`config.mk`:
```
export PLATFORM = sky130hd
export DESIGN_NAME = credit_budget_accountant_core
export DESIGN_NICKNAME = d
export VERILOG_FILES = /design/src/rtl/cba_pkg.sv /design/src/rtl/cba_lane.sv /design/src/rtl/cba_merge.sv /design/src/rtl/credit_budget_accountant_core.sv
export SDC_FILE = /design/constraint.sdc
export NUM_CORES = 2
export LEC_CHECK = 0
export BUFFER_PORTS_ARGS = -buffer_cell sky130_fd_sc_hd__clkbuf_2
export CORE_MARGIN = 2
export CORE_UTILIZATION = 56
export CTS_BUF_LIST = sky130_fd_sc_hd__clkbuf_16
export DETAILED_ROUTE_END_ITERATION = 7
export PLACE_DENSITY_LB_ADDON = 0.3
export SLEW_MARGIN = 20
export SYNTH_ARGS = -nofsm -noshare
export SYNTH_HDL_FRONTEND = slang
export SYNTH_HIERARCHICAL = 1
export SYNTH_SLANG_ARGS = --single-unit
export TNS_END_PERCENT = 1
```
`constraint.sdc`:
```
create_clock -name clk -period 21.2 [get_ports clk]
set_clock_uncertainty 0.1 [all_clocks]
set_input_delay 2.12 -clock clk [delete_from_list [all_inputs] [get_ports clk]]
set_output_delay 2.12 -clock clk [all_outputs]
set_load 0.02 [all_outputs]
```
`src/rtl/cba_pkg.sv`:
```
// Shared types and constants for the credit budget accountant.
// No dependencies; imported by every module of the block.
package cba_pkg;

    localparam int CRED_W     = 64;
    localparam int MAX_PHASES = 4;
    localparam int CAUSE_W    = 2;

    typedef enum logic [1:0] {
        REQ_SINGLE,
        REQ_SPLIT,
        REQ_ADD,
        REQ_REINIT
    } req_type_t;

    typedef enum logic [1:0] {
        ST_OK,
        ST_REFUSED,
        ST_ERROR
    } status_t;

    // Request as it enters the update stage
    typedef struct packed {
        req_type_t          kind;
        logic               bad_phase;
        logic [CRED_W-1:0]  charge;
        logic               charge_wrap;
        logic               charge_nz;
    } cba_charge_t;

    // Decision of the merge stage
    typedef struct packed {
        status_t status;
        logic    commit;
        logic    refuse;
        logic    add_ok;
        logic    reinit;
    } cba_dec_t;

    typedef struct packed {
        logic commit;
        logic clear;
    } cba_lane_ctl_t;

endpackage

```
`src/rtl/cba_lane.sv`:
```
// One phase lane: holds the phase's used count and checks its add for wrap.
// Depends on cba_pkg.
module cba_lane (
    input  logic                          clk,
    input  logic                          rst_n,
    input  cba_pkg::cba_lane_ctl_t        ctl,
    input  logic [cba_pkg::CRED_W-1:0]    amt,
    output logic                          wrap,
    output logic [cba_pkg::CRED_W-1:0]    used_next
);
    import cba_pkg::*;

    logic [CRED_W-1:0] used_reg;
    logic [CRED_W:0]   sum;

    assign sum  = {1'b0, used_reg} + {1'b0, amt};
    assign wrap = sum[CRED_W];

    always_comb
    begin
        if (ctl.clear)
        begin
            used_next = '0;
        end
        else if (ctl.commit)
        begin
            used_next = sum[CRED_W-1:0];
        end
        else
        begin
            used_next = used_reg;
        end
    end

    always_ff @(posedge clk or negedge rst_n)
    begin
        if (!rst_n)
        begin
            used_reg <= '0;
        end
        else
        begin
            used_reg <= used_next;
        end
    end

endmodule

```
`src/rtl/cba_merge.sv`:
```
// Merge stage: combines lane wrap flags with the budget checks into one decision.
// Depends on cba_pkg.
module cba_merge #(
    parameter int PHASES = 4
) (
    input  cba_pkg::cba_charge_t          req,
    input  logic [PHASES-1:0]             lane_wrap,
    input  logic [cba_pkg::CRED_W-1:0]    limit,
    input  logic [cba_pkg::CRED_W-1:0]    total,
    output cba_pkg::cba_dec_t             dec,
    output logic [cba_pkg::CRED_W-1:0]    total_sum,
    output logic [cba_pkg::CRED_W-1:0]    limit_sum
);
    import cba_pkg::*;

    logic [CRED_W:0]   tsum;
    logic [CRED_W:0]   lsum;
    logic [CRED_W+1:0] slack;
    logic              consume_err;
    logic              short;

    assign tsum  = {1'b0, total} + {1'b0, req.charge};
    assign lsum  = {1'b0, limit} + {1'b0, req.charge};
    // limit - total - charge; negative means the charge exceeds what is left
    assign slack = {2'b00, limit} - {2'b00, total} - {2'b00, req.charge};
    assign short = slack[CRED_W+1];

    assign consume_err = req.bad_phase || req.charge_wrap || (|lane_wrap) || tsum[CRED_W];

    assign total_sum = tsum[CRED_W-1:0];
    assign limit_sum = lsum[CRED_W-1:0];

    always_comb
    begin
        dec = '{status: ST_OK, commit: 1'b0, refuse: 1'b0, add_ok: 1'b0, reinit: 1'b0};
        unique case (req.kind)
            REQ_SINGLE, REQ_SPLIT:
            begin
                if (consume_err)
                begin
                    dec.status = ST_ERROR;
                end
                else if (req.charge_nz && short)
                begin
                    dec.status = ST_REFUSED;
                    dec.refuse = 1'b1;
                end
                else
                begin
                    dec.commit = 1'b1;
                end
            end
            REQ_ADD:
            begin
                if (lsum[CRED_W])
                begin
                    dec.status = ST_ERROR;
                end
                else
                begin
                    dec.add_ok = 1'b1;
                end
            end
            REQ_REINIT:
            begin
                dec.reinit = 1'b1;
            end
        endcase
    end

endmodule

```
`src/rtl/credit_budget_accountant_core.sv`:
```
// Credit budget accountant, top level.
// One request per cycle while out_stall is low; each request passes stages A, B, C and the output stage D.
// The rate is set by the update stage, where the lanes and the merge stage do
// the 64-bit adds and the budget compare that the next request depends on.
// Reset: limit, totals, per-phase counts and the exhausted mark clear to zero;
// the initial limit register resets to zero. Depends on cba_pkg, cba_lane, cba_merge.
module credit_budget_accountant_core #(
    parameter int PHASES = 4
) (
    input  logic        clk,
    input  logic        rst_n,
    input  logic        cfg_wr_en,
    input  logic [63:0] cfg_wr_data,
    input  logic        in_valid,
    output logic        in_stall,
    input  logic [1:0]  req_type,
    input  logic [2:0]  phase,
    input  logic [63:0] credits,
    input  logic [63:0] split_credit_0,
    input  logic [63:0] split_credit_1,
    input  logic [63:0] split_credit_2,
    input  logic [63:0] split_credit_3,
    output logic        out_valid,
    input  logic        out_stall,
    output logic [1:0]  status,
    output logic [63:0] remaining,
    output logic        exhausted,
    output logic        exh_cause_valid,
    output logic [1:0]  exh_cause,
    output logic [63:0] used_total,
    output logic [63:0] phase_spent_now,
    output logic [63:0] limit_now
);
    import cba_pkg::*;

    localparam logic [2:0] PHASE_LIM = 3'(PHASES);

    // pipeline flow
    logic a_v_reg, b_v_reg, c_v_reg, o_v_reg;
    logic a_free, b_free, c_free, o_free;
    logic a_load, b_load, c_load, o_load;

    assign o_free = !o_v_reg || !out_stall;
    assign c_free = !c_v_reg || o_free;
    assign b_free = !b_v_reg || c_free;
    assign a_free = !a_v_reg || b_free;

    assign in_stall = !a_free;
    assign a_load   = in_valid && a_free;
    assign b_load   = a_v_reg && b_free;
    assign c_load   = b_v_reg && c_free;
    assign o_load   = c_v_reg && o_free;

    always_ff @(posedge clk or negedge rst_n)
    begin
        if (!rst_n)
        begin
            a_v_reg <= 1'b0;
            b_v_reg <= 1'b0;
            c_v_reg <= 1'b0;
            o_v_reg <= 1'b0;
        end
        else
        begin
            if (a_free) a_v_reg <= in_valid;
            if (b_free) b_v_reg <= a_v_reg;
            if (c_free) c_v_reg <= b_v_reg;
            if (o_free) o_v_reg <= c_v_reg;
        end
    end

    // stage A: capture, lane masking, pair sums, first nonzero lane
    logic [CRED_W-1:0] lane_in [MAX_PHASES];
    logic [CAUSE_W-1:0] cause_next;

    always_comb
    begin
        lane_in[0] = split_credit_0;
        lane_in[1] = (PHASES > 1) ? split_credit_1 : '0;
        lane_in[2] = (PHASES > 2) ? split_credit_2 : '0;
        lane_in[3] = (PHASES > 3) ? split_credit_3 : '0;
    end

    always_comb
    begin
        cause_next = '0;
        for (int p = MAX_PHASES - 1; p >= 0; p--)
        begin
            if (lane_in[p] != '0)
            begin
                cause_next = CAUSE_W'(p);
            end
        end
    end

    req_type_t          a_kind_reg;
    logic [2:0]         a_phase_reg;
    logic [CRED_W-1:0]  a_credits_reg;
    logic [CRED_W-1:0]  a_lane_reg [PHASES];
    logic [CRED_W:0]    a_sum01_reg;
    logic [CRED_W:0]    a_sum23_reg;
    logic [CAUSE_W-1:0] a_cause_reg;

    always_ff @(posedge clk)
    begin
        if (a_load)
        begin
            a_kind_reg    <= req_type_t'(req_type);
            a_phase_reg   <= phase;
            a_credits_reg <= credits;
            for (int p = 0; p < PHASES; p++)
            begin
                a_lane_reg[p] <= lane_in[p];
            end
            a_sum01_reg   <= {1'b0, lane_in[0]} + {1'b0, lane_in[1]};
            a_sum23_reg   <= {1'b0, lane_in[2]} + {1'b0, lane_in[3]};
            a_cause_reg   <= cause_next;
        end
    end

    // stage B: charge amount and per-lane amounts
    logic [CRED_W+1:0]  split_full;
    cba_charge_t        b_req_next;
    logic [CRED_W-1:0]  amt_next [PHASES];
    logic [CAUSE_W-1:0] b_cause_next;

    assign split_full = {1'b0, a_sum01_reg} + {1'b0, a_sum23_reg};

    always_comb
    begin
        b_req_next.kind        = a_kind_reg;
        b_req_next.bad_phase   = (a_kind_reg == REQ_SINGLE) && (a_phase_reg >= PHASE_LIM);
        b_req_next.charge      = a_credits_reg;
        b_req_next.charge_wrap = 1'b0;
        b_req_next.charge_nz   = (a_credits_reg != '0);
        if (a_kind_reg == REQ_SPLIT)
        begin
            b_req_next.charge      = split_full[CRED_W-1:0];
            b_req_next.charge_wrap = |split_full[CRED_W+1:CRED_W];
            b_req_next.charge_nz   = (split_full != '0);
        end
        b_cause_next = (a_kind_reg == REQ_SINGLE) ? a_phase_reg[CAUSE_W-1:0] : a_cause_reg;
        for (int p = 0; p < PHASES; p++)
        begin
            amt_next[p] = '0;
            if (a_kind_reg == REQ_SPLIT)
            begin
                amt_next[p] = a_lane_reg[p];
            end
            else if ((a_kind_reg == REQ_SINGLE) && (a_phase_reg == 3'(p)))
            begin
                amt_next[p] = a_credits_reg;
            end
        end
    end

    cba_charge_t        b_req_reg;
    logic [2:0]         b_phase_reg;
    logic [CRED_W-1:0]  b_amt_reg [PHASES];
    logic [CAUSE_W-1:0] b_cause_reg;

    always_ff @(posedge clk)
    begin
        if (b_load)
        begin
            b_req_reg   <= b_req_next;
            b_phase_reg <= a_phase_reg;
            b_cause_reg <= b_cause_next;
            for (int p = 0; p < PHASES; p++)
            begin
                b_amt_reg[p] <= amt_next[p];
            end
        end
    end

    // stage C: lanes, merge, state update
    logic [CRED_W-1:0]  init_reg;
    logic [CRED_W-1:0]  limit_reg, limit_next;
    logic [CRED_W-1:0]  total_reg, total_next;
    logic               exh_reg, exh_next;
    logic               cv_reg, cv_next;
    logic [CAUSE_W-1:0] cp_reg, cp_next;

    logic [PHASES-1:0]  lane_wrap;
    logic [CRED_W-1:0]  used_next [PHASES];
    cba_lane_ctl_t      lane_ctl;
    cba_dec_t           dec;
    logic [CRED_W-1:0]  total_sum;
    logic [CRED_W-1:0]  limit_sum;
    logic [CRED_W-1:0]  phase_spent_next;

    assign lane_ctl.commit = c_load && dec.commit;
    assign lane_ctl.clear  = c_load && dec.reinit;

    for (genvar g = 0; g < PHASES; g++)
    begin : g_lane
        cba_lane u_lane (
            .clk       (clk),
            .rst_n     (rst_n),
            .ctl       (lane_ctl),
            .amt       (b_amt_reg[g]),
            .wrap      (lane_wrap[g]),
            .used_next (used_next[g])
        );
    end

    cba_merge #(
        .PHASES (PHASES)
    ) u_merge (
        .req       (b_req_reg),
        .lane_wrap (lane_wrap),
        .limit     (limit_reg),
        .total     (total_reg),
        .dec       (dec),
        .total_sum (total_sum),
        .limit_sum (limit_sum)
    );

    always_comb
    begin
        limit_next = limit_reg;
        total_next = total_reg;
        exh_next   = exh_reg;
        cv_next    = cv_reg;
        cp_next    = cp_reg;
        if (c_load)
        begin
            if (dec.reinit)
            begin
                limit_next = init_reg;
                total_next = '0;
                exh_next   = 1'b0;
                cv_next    = 1'b0;
                cp_next    = '0;
            end
            if (dec.add_ok)
            begin
                limit_next = limit_sum;
                exh_next   = 1'b0;
                cv_next    = 1'b0;
                cp_next    = '0;
            end
            if (dec.commit)
            begin
                total_next = total_sum;
            end
            if (dec.refuse)
            begin
                exh_next = 1'b1;
                cv_next  = 1'b1;
                cp_next  = b_cause_reg;
            end
        end
    end

    always_comb
    begin
        phase_spent_next = '0;
        for (int p = 0; p < PHASES; p++)
        begin
            if (b_phase_reg == 3'(p))
            begin
                phase_spent_next = used_next[p];
            end
        end
    end

    always_ff @(posedge clk or negedge rst_n)
    begin
        if (!rst_n)
        begin
            init_reg  <= '0;
            limit_reg <= '0;
            total_reg <= '0;
            exh_reg   <= 1'b0;
            cv_reg    <= 1'b0;
            cp_reg    <= '0;
        end
        else
        begin
            if (cfg_wr_en)
            begin
                init_reg <= cfg_wr_data;
            end
            limit_reg <= limit_next;
            total_reg <= total_next;
            exh_reg   <= exh_next;
            cv_reg    <= cv_next;
            cp_reg    <= cp_next;
        end
    end

    // snapshot of the state after this request
    status_t            c_status_reg;
    logic [CRED_W-1:0]  c_limit_reg;
    logic [CRED_W-1:0]  c_total_reg;
    logic [CRED_W-1:0]  c_phase_spent_reg;
    logic               c_exh_reg;
    logic               c_cv_reg;
    logic [CAUSE_W-1:0] c_cp_reg;

    always_ff @(posedge clk)
    begin
        if (c_load)
        begin
            c_status_reg      <= dec.status;
            c_limit_reg       <= limit_next;
            c_total_reg       <= total_next;
            c_phase_spent_reg <= phase_spent_next;
            c_exh_reg         <= exh_next;
            c_cv_reg          <= cv_next;
            c_cp_reg          <= cp_next;
        end
    end

    // stage D: remaining budget and output register
    logic [CRED_W-1:0]  remaining_next;
    status_t            o_status_reg;
    logic [CRED_W-1:0]  o_remaining_reg;
    logic [CRED_W-1:0]  o_limit_reg;
    logic [CRED_W-1:0]  o_total_reg;
    logic [CRED_W-1:0]  o_phase_spent_reg;
    logic               o_exh_reg;
    logic               o_cv_reg;
    logic [CAUSE_W-1:0] o_cp_reg;

    assign remaining_next = (c_total_reg > c_limit_reg) ? '0 : (c_limit_reg - c_total_reg);

    always_ff @(posedge clk)
    begin
        if (o_load)
        begin
            o_status_reg      <= c_status_reg;
            o_remaining_reg   <= remaining_next;
            o_limit_reg       <= c_limit_reg;
            o_total_reg       <= c_total_reg;
            o_phase_spent_reg <= c_phase_spent_reg;
            o_exh_reg         <= c_exh_reg;
            o_cv_reg          <= c_cv_reg;
            o_cp_reg          <= c_cp_reg;
        end
    end

    assign out_valid       = o_v_reg;
    assign status          = o_status_reg;
    assign remaining       = o_remaining_reg;
    assign exhausted       = o_exh_reg;
    assign exh_cause_valid = o_cv_reg;
    assign exh_cause       = o_cp_reg;
    assign used_total      = o_total_reg;
    assign phase_spent_now = o_phase_spent_reg;
    assign limit_now       = o_limit_reg;

endmodule
```
# == Word level (Yosys, flattened, before mapping) ==
# Memory sizes are Yosys's and may differ from the RTL's.
# Cells that the tools add are included.
# word_totals
reg_bits,1191
mem_bits_rw,512
inputBits,394
out_inout_bits,264
wordCells,166
mem_count,2
# op_classes
addsub,12
order_cmp,2
n_eq_ne,10
muxes,58
n_reduce_logical,39
# memory_table
name,depth,word_bits,rd,rd_ports_with_merged_regs,wr,line,rtl
a_lane_reg,4,64,4,0,4,credit_budget_accountant_core.sv:99,logic [CRED_W-1:0] a_lane_reg [PHASES];
b_amt_reg,4,64,4,0,4,credit_budget_accountant_core.sv:159,logic [CRED_W-1:0] b_amt_reg [PHASES];
# ops
cell,n
$mux W64,26
$add A64 B64 Y65,8
$reduce_bool A64 Y1,5
$add A65 B65 Y66,1
$mux W66,1
$reduce_bool A66 Y1,1
$sub A66 B64 Y66,1
$sub A64 B64 Y65,1
$gt A64 B64 Y1,1
$sub A64 B64 Y64,1
$mux W2,11
$mux W1,19
$eq A3 B2 Y1 const B,4
$logic_and A1 B1 Y1,12
$logic_or A1 B1 Y1,7
$eq A3 B1 Y1 const B,2
$logic_not A1 Y1,6
$logic_not A3 Y1,2
$reduce_or A2 Y1,3
$eq A2 B1 Y1 const B,2
$eq A2 B2 Y1 const B,2
$logic_not A2 Y1,2
$pmux W2 S2,1
$reduce_or A4 Y1,1
$ge A3 B3 Y1 const B,1

# == Depth between registers and ports, before layout ==
# An unclocked memory read counts as a cell.
# logic_depth
ltp_word,14
mapped_depth,39
depth_no_buf,35

# == Modules after synthesis ==
# The synthesis kept the hierarchy.
# modules_own_cells
module,instances,cells_each,area_each_um2,seq_area_each_um2
credit_budget_accountant_core,1,5061,67178.2,42450.7
cba_lane,4,825,6535.0,1601.5
cba_merge,1,1848,12668.4,0.0

# == Worst setup path after synthesis ==
# Ideal clock, no wire load.
# synth_path
path_kind,input to register
start,input port out_stall
end,"register o_cp_reg[0], in the netlist exh_cause[0] (enable)"
setup_time_ns,1.282
arrival_time_ns,20.970
t_required_ns,19.818
slack_ns,-1.152
cell_stages,1
path_buffers,0
path_cell_list,a21boi_0
# synth_via
elab_chain_cells,3
# synth_rtl
item,line,rtl
from (decl),credit_budget_accountant_core.sv:24,"input logic out_stall,"
$logic_not A1 Y1,credit_budget_accountant_core.sv:43,assign o_free = !o_v_reg || !out_stall;
$logic_or A1 B1 Y1,credit_budget_accountant_core.sv:43,
$logic_and A1 B1 Y1,credit_budget_accountant_core.sv:52,assign o_load = c_v_reg && o_free;
to (signal assigned),credit_budget_accountant_core.sv:340,o_cp_reg <= c_cp_reg;
to (decl),credit_budget_accountant_core.sv:325,logic [CAUSE_W-1:0] o_cp_reg;
# Every way passes these cells.
# A chain may end at the register's enable or synchronous reset.

==> results_dict.tcl <==
set metrics [dict create \
    outcome "finished with violations" \
    violations "design-rule violations" \
    design_area_um2 118000 \
    area_growth_pct 10.9 \
    drtPass1Iterations 8 \
    grt_start_max_net_pins 140 \
    powerDensity_nw_per_um2 131 \
    die_area_um2 193000 \
    syn_avg_cell_area_um2 10.4 \
    period_share_pct 45.9 \
    final_common_cell "edfxtp_1" \
    relSlewSlack_pct 2.57 \
    max-cap-violations 0 \
    dr_total_vias 90200 \
    setup.worst_path.start_class "register" \
    fp.dieW_um 439 \
    cp_max_fo 139 \
    cts_tree "done" \
    cts_root_buf "clkbuf_16" \
    irDropWorstVdd_mv 0.0836 \
    synth_edf_count 1247 \
    h-tree-depth 4 \
    slowest_stage "buf_4" \
    yosys_warnings 6 \
    slew_viol_final 0 \
    clockBufferDepth 3 \
    grt_pass1_vias 85600 \
    rsz0062_at_grt "no" \
    final_nets 11900 \
    antenna_found_initial 36 \
    final-hold-violation-count 0 \
    ys_seq_elements 1703 \
    tns_ps 0 \
    hold_path.class "reg2reg" \
    viasPerCell 6.75 \
    place.gp.congestion 1.08 \
    clk_pin_slew_ps 70 \
    final_cell_mix "edfxtp_1 (1,247), a21oi_1 (870), nand2_1 (828)" \
    max_stage_delay_ps 940 \
    max_freq_mhz 103 \
    wl_um 396000 \
    drive_above_1_share_pct 12.1 \
    start_util_pct 56.4 \
    grt_pass1_wl_um 568000 \
    yosys.cell_types.count 112 \
    ys.flop_type "edfxtp_1" \
    ant_nets 0 \
    syn_area_um2 106000 \
    seq_area_frac_synth_pct 46.1 \
    rows 159 \
    cp.required_ps 21720 \
    drc 1 \
    dpl_cell_area_um2 111000 \
    crit_family "compound AO/OA/AOI/OAI gates" \
    fin_hold_ws_ps 305 \
    worst_slew_pin_slew_ps 1450 \
    dpl.hpwl_um 313000 \
    clk_latency_ps 870 \
    gr-usage-all-layers_pct 40.1 \
    fin_crit_ps 9720 \
    cts_resized 0 \
    syn_inst 10200 \
    setup_ws_ps 11480 \
    die_height_um 439 \
    core_area_um2 188000 \
    grt_overflow 0 \
    drt_iter0_drc 13000 \
    holdBufCountCts 0 \
    arrival_ps 10240 \
    wl_per_cell_um 29.7 \
    cts_num_sinks 1703 \
    dp_slack_ps 11770 \
    crit_type "reg2reg" \
    worst-path-buf-inv 6 \
    ios 658 \
    post-cts-setup-buffers 0 \
    finalSetupViolations 0 \
    async_reset_ff_share_pct 26.8 \
    p_leak_nw 48.7 \
    cts-buffers-inserted 181 \
    port_buffers 657 \
    syn-num-nets 11400 \
    endpoint_kind "register" \
]
==> final timing paths <==
path,from,endpoint,slack [ps],cells past startpoint
max in group asynchronous,rst_n,total_reg[9]$_DFF_PN0_,17900,4
setup reg to reg,limit_reg[0]$_DFF_PN0_,c_phase_spent_reg[3]$_DFFE_PP_,11480,35
hold / removal,c_cv_reg$_DFFE_PP_,exh_cause_valid$_DFFE_PP_,300,0
setup / recovery,limit_reg[0]$_DFF_PN0_,c_phase_spent_reg[3]$_DFFE_PP_,11480,35
min in group asynchronous,rst_n,g_lane[2].u_lane/used_reg[0]$_DFF_PN0_,1120,1
hold reg to reg,c_cv_reg$_DFFE_PP_,exh_cause_valid$_DFFE_PP_,300,0
==> layout make-up <==
cell class	count	area [um2]
flip-flops and latches	1703	48900
clock buffers	186	4650
clock inverters	154	1280
repair buffers	751	4090
well taps	2495	3120
inverters	409	1550
multi-input cells	7642	53900
fillers	14900	70500
diodes	18	45.0
==> power breakdown <==
group,leakage [nW],switching (mW),internal [mW]
sequential,18.2,0.538,4.43
combinational,27.5,4.60,2.67
clock,3.01,1.43,1.78
==> stage by stage <==
| step | instances | util, % | power, mW |
|---|---|---|---|
| finish | 13400 | 62.5 | 15.4 |
| floorplan | 10200 | - | 9.90 |
| detailed placement | 13000 | 59.3 | 12.0 |
| global route | 13300 | 62.5 | 16.2 |
| global placement | 13000 | 59.3 | 11.9 |
| CTS | 13300 | 62.4 | 15.2 |
==> cells in the mapped netlist (34+ instances only) <==
cell type,n,area [um2]
o211ai_1,55,413
dfrtp_1,456,11400
o21ai_0,622,3110
buf_2,43,215
nand2b_1,99,619
or3_1,36,225
clkbuf_1,371,1390
nor2b_1,212,1330
ha_1,768,9610
o31ai_1,37,278
edfxtp_1,1247,37400
a31oi_1,159,995
o21ai_1,34,170
a22o_1,315,2760
xor2_1,193,1690
mux2_2,67,754
a21oi_1,870,4350
o21bai_1,129,968
nand2_1,829,3110
a211oi_1,62,465
mux4_2,64,1440
o21a_1,81,608
nand3_1,183,916
inv_1,408,1530
a22oi_1,82,616
and2_1,45,282
nor4_1,122,763
xnor2_1,389,3410
nand4_1,223,1400
a21o_1,392,2940
mux2i_1,123,1230
a221o_1,37,370
and3_1,115,719
nor2_1,621,2330
nor3_1,140,701
==> cell families (layout without fill, tap and decap cells) <==
family | Yosys count | count (layout) | synth area share (%)
flip-flops | 1703 | 1703 | 46.1
other | 0 | 18 | 0
XOR/XNOR | 582 | 582 | 4.81
adder cells (fa/ha/maj) | 779 | 779 | 9.27
AND/OR/NAND/NOR | 2770 | 2770 | 12.8
buffers and inverters | 864 | 1500 | 3.18
AO/OA/AOI/OAI | 3256 | 3256 | 20.6
multiplexers | 255 | 255 | 3.25
==> layer usage <==
layer	share of wire (%)	global-route usage (%)
met1	39	53.9
met2	43	60.8
met3	11	8.71
met4	6.3	21.3
met5	0.062	0.0744
==> worst register-to-register path: cells and delay by family, from the launching register on <==
| kind | cells | cell delay, ps |
|---|---|---|
| compound gates | 15 | 2990 |
| xor+xnor | 1 | 100 |
| fa+ha+maj | 3 | 920 |
| buf+inv | 6 | 2870 |
| mux | 2 | 910 |
| simple gates | 8 | 1240 |
| flops | 1 | 370 |
Power figures use the tool's default switching activity.
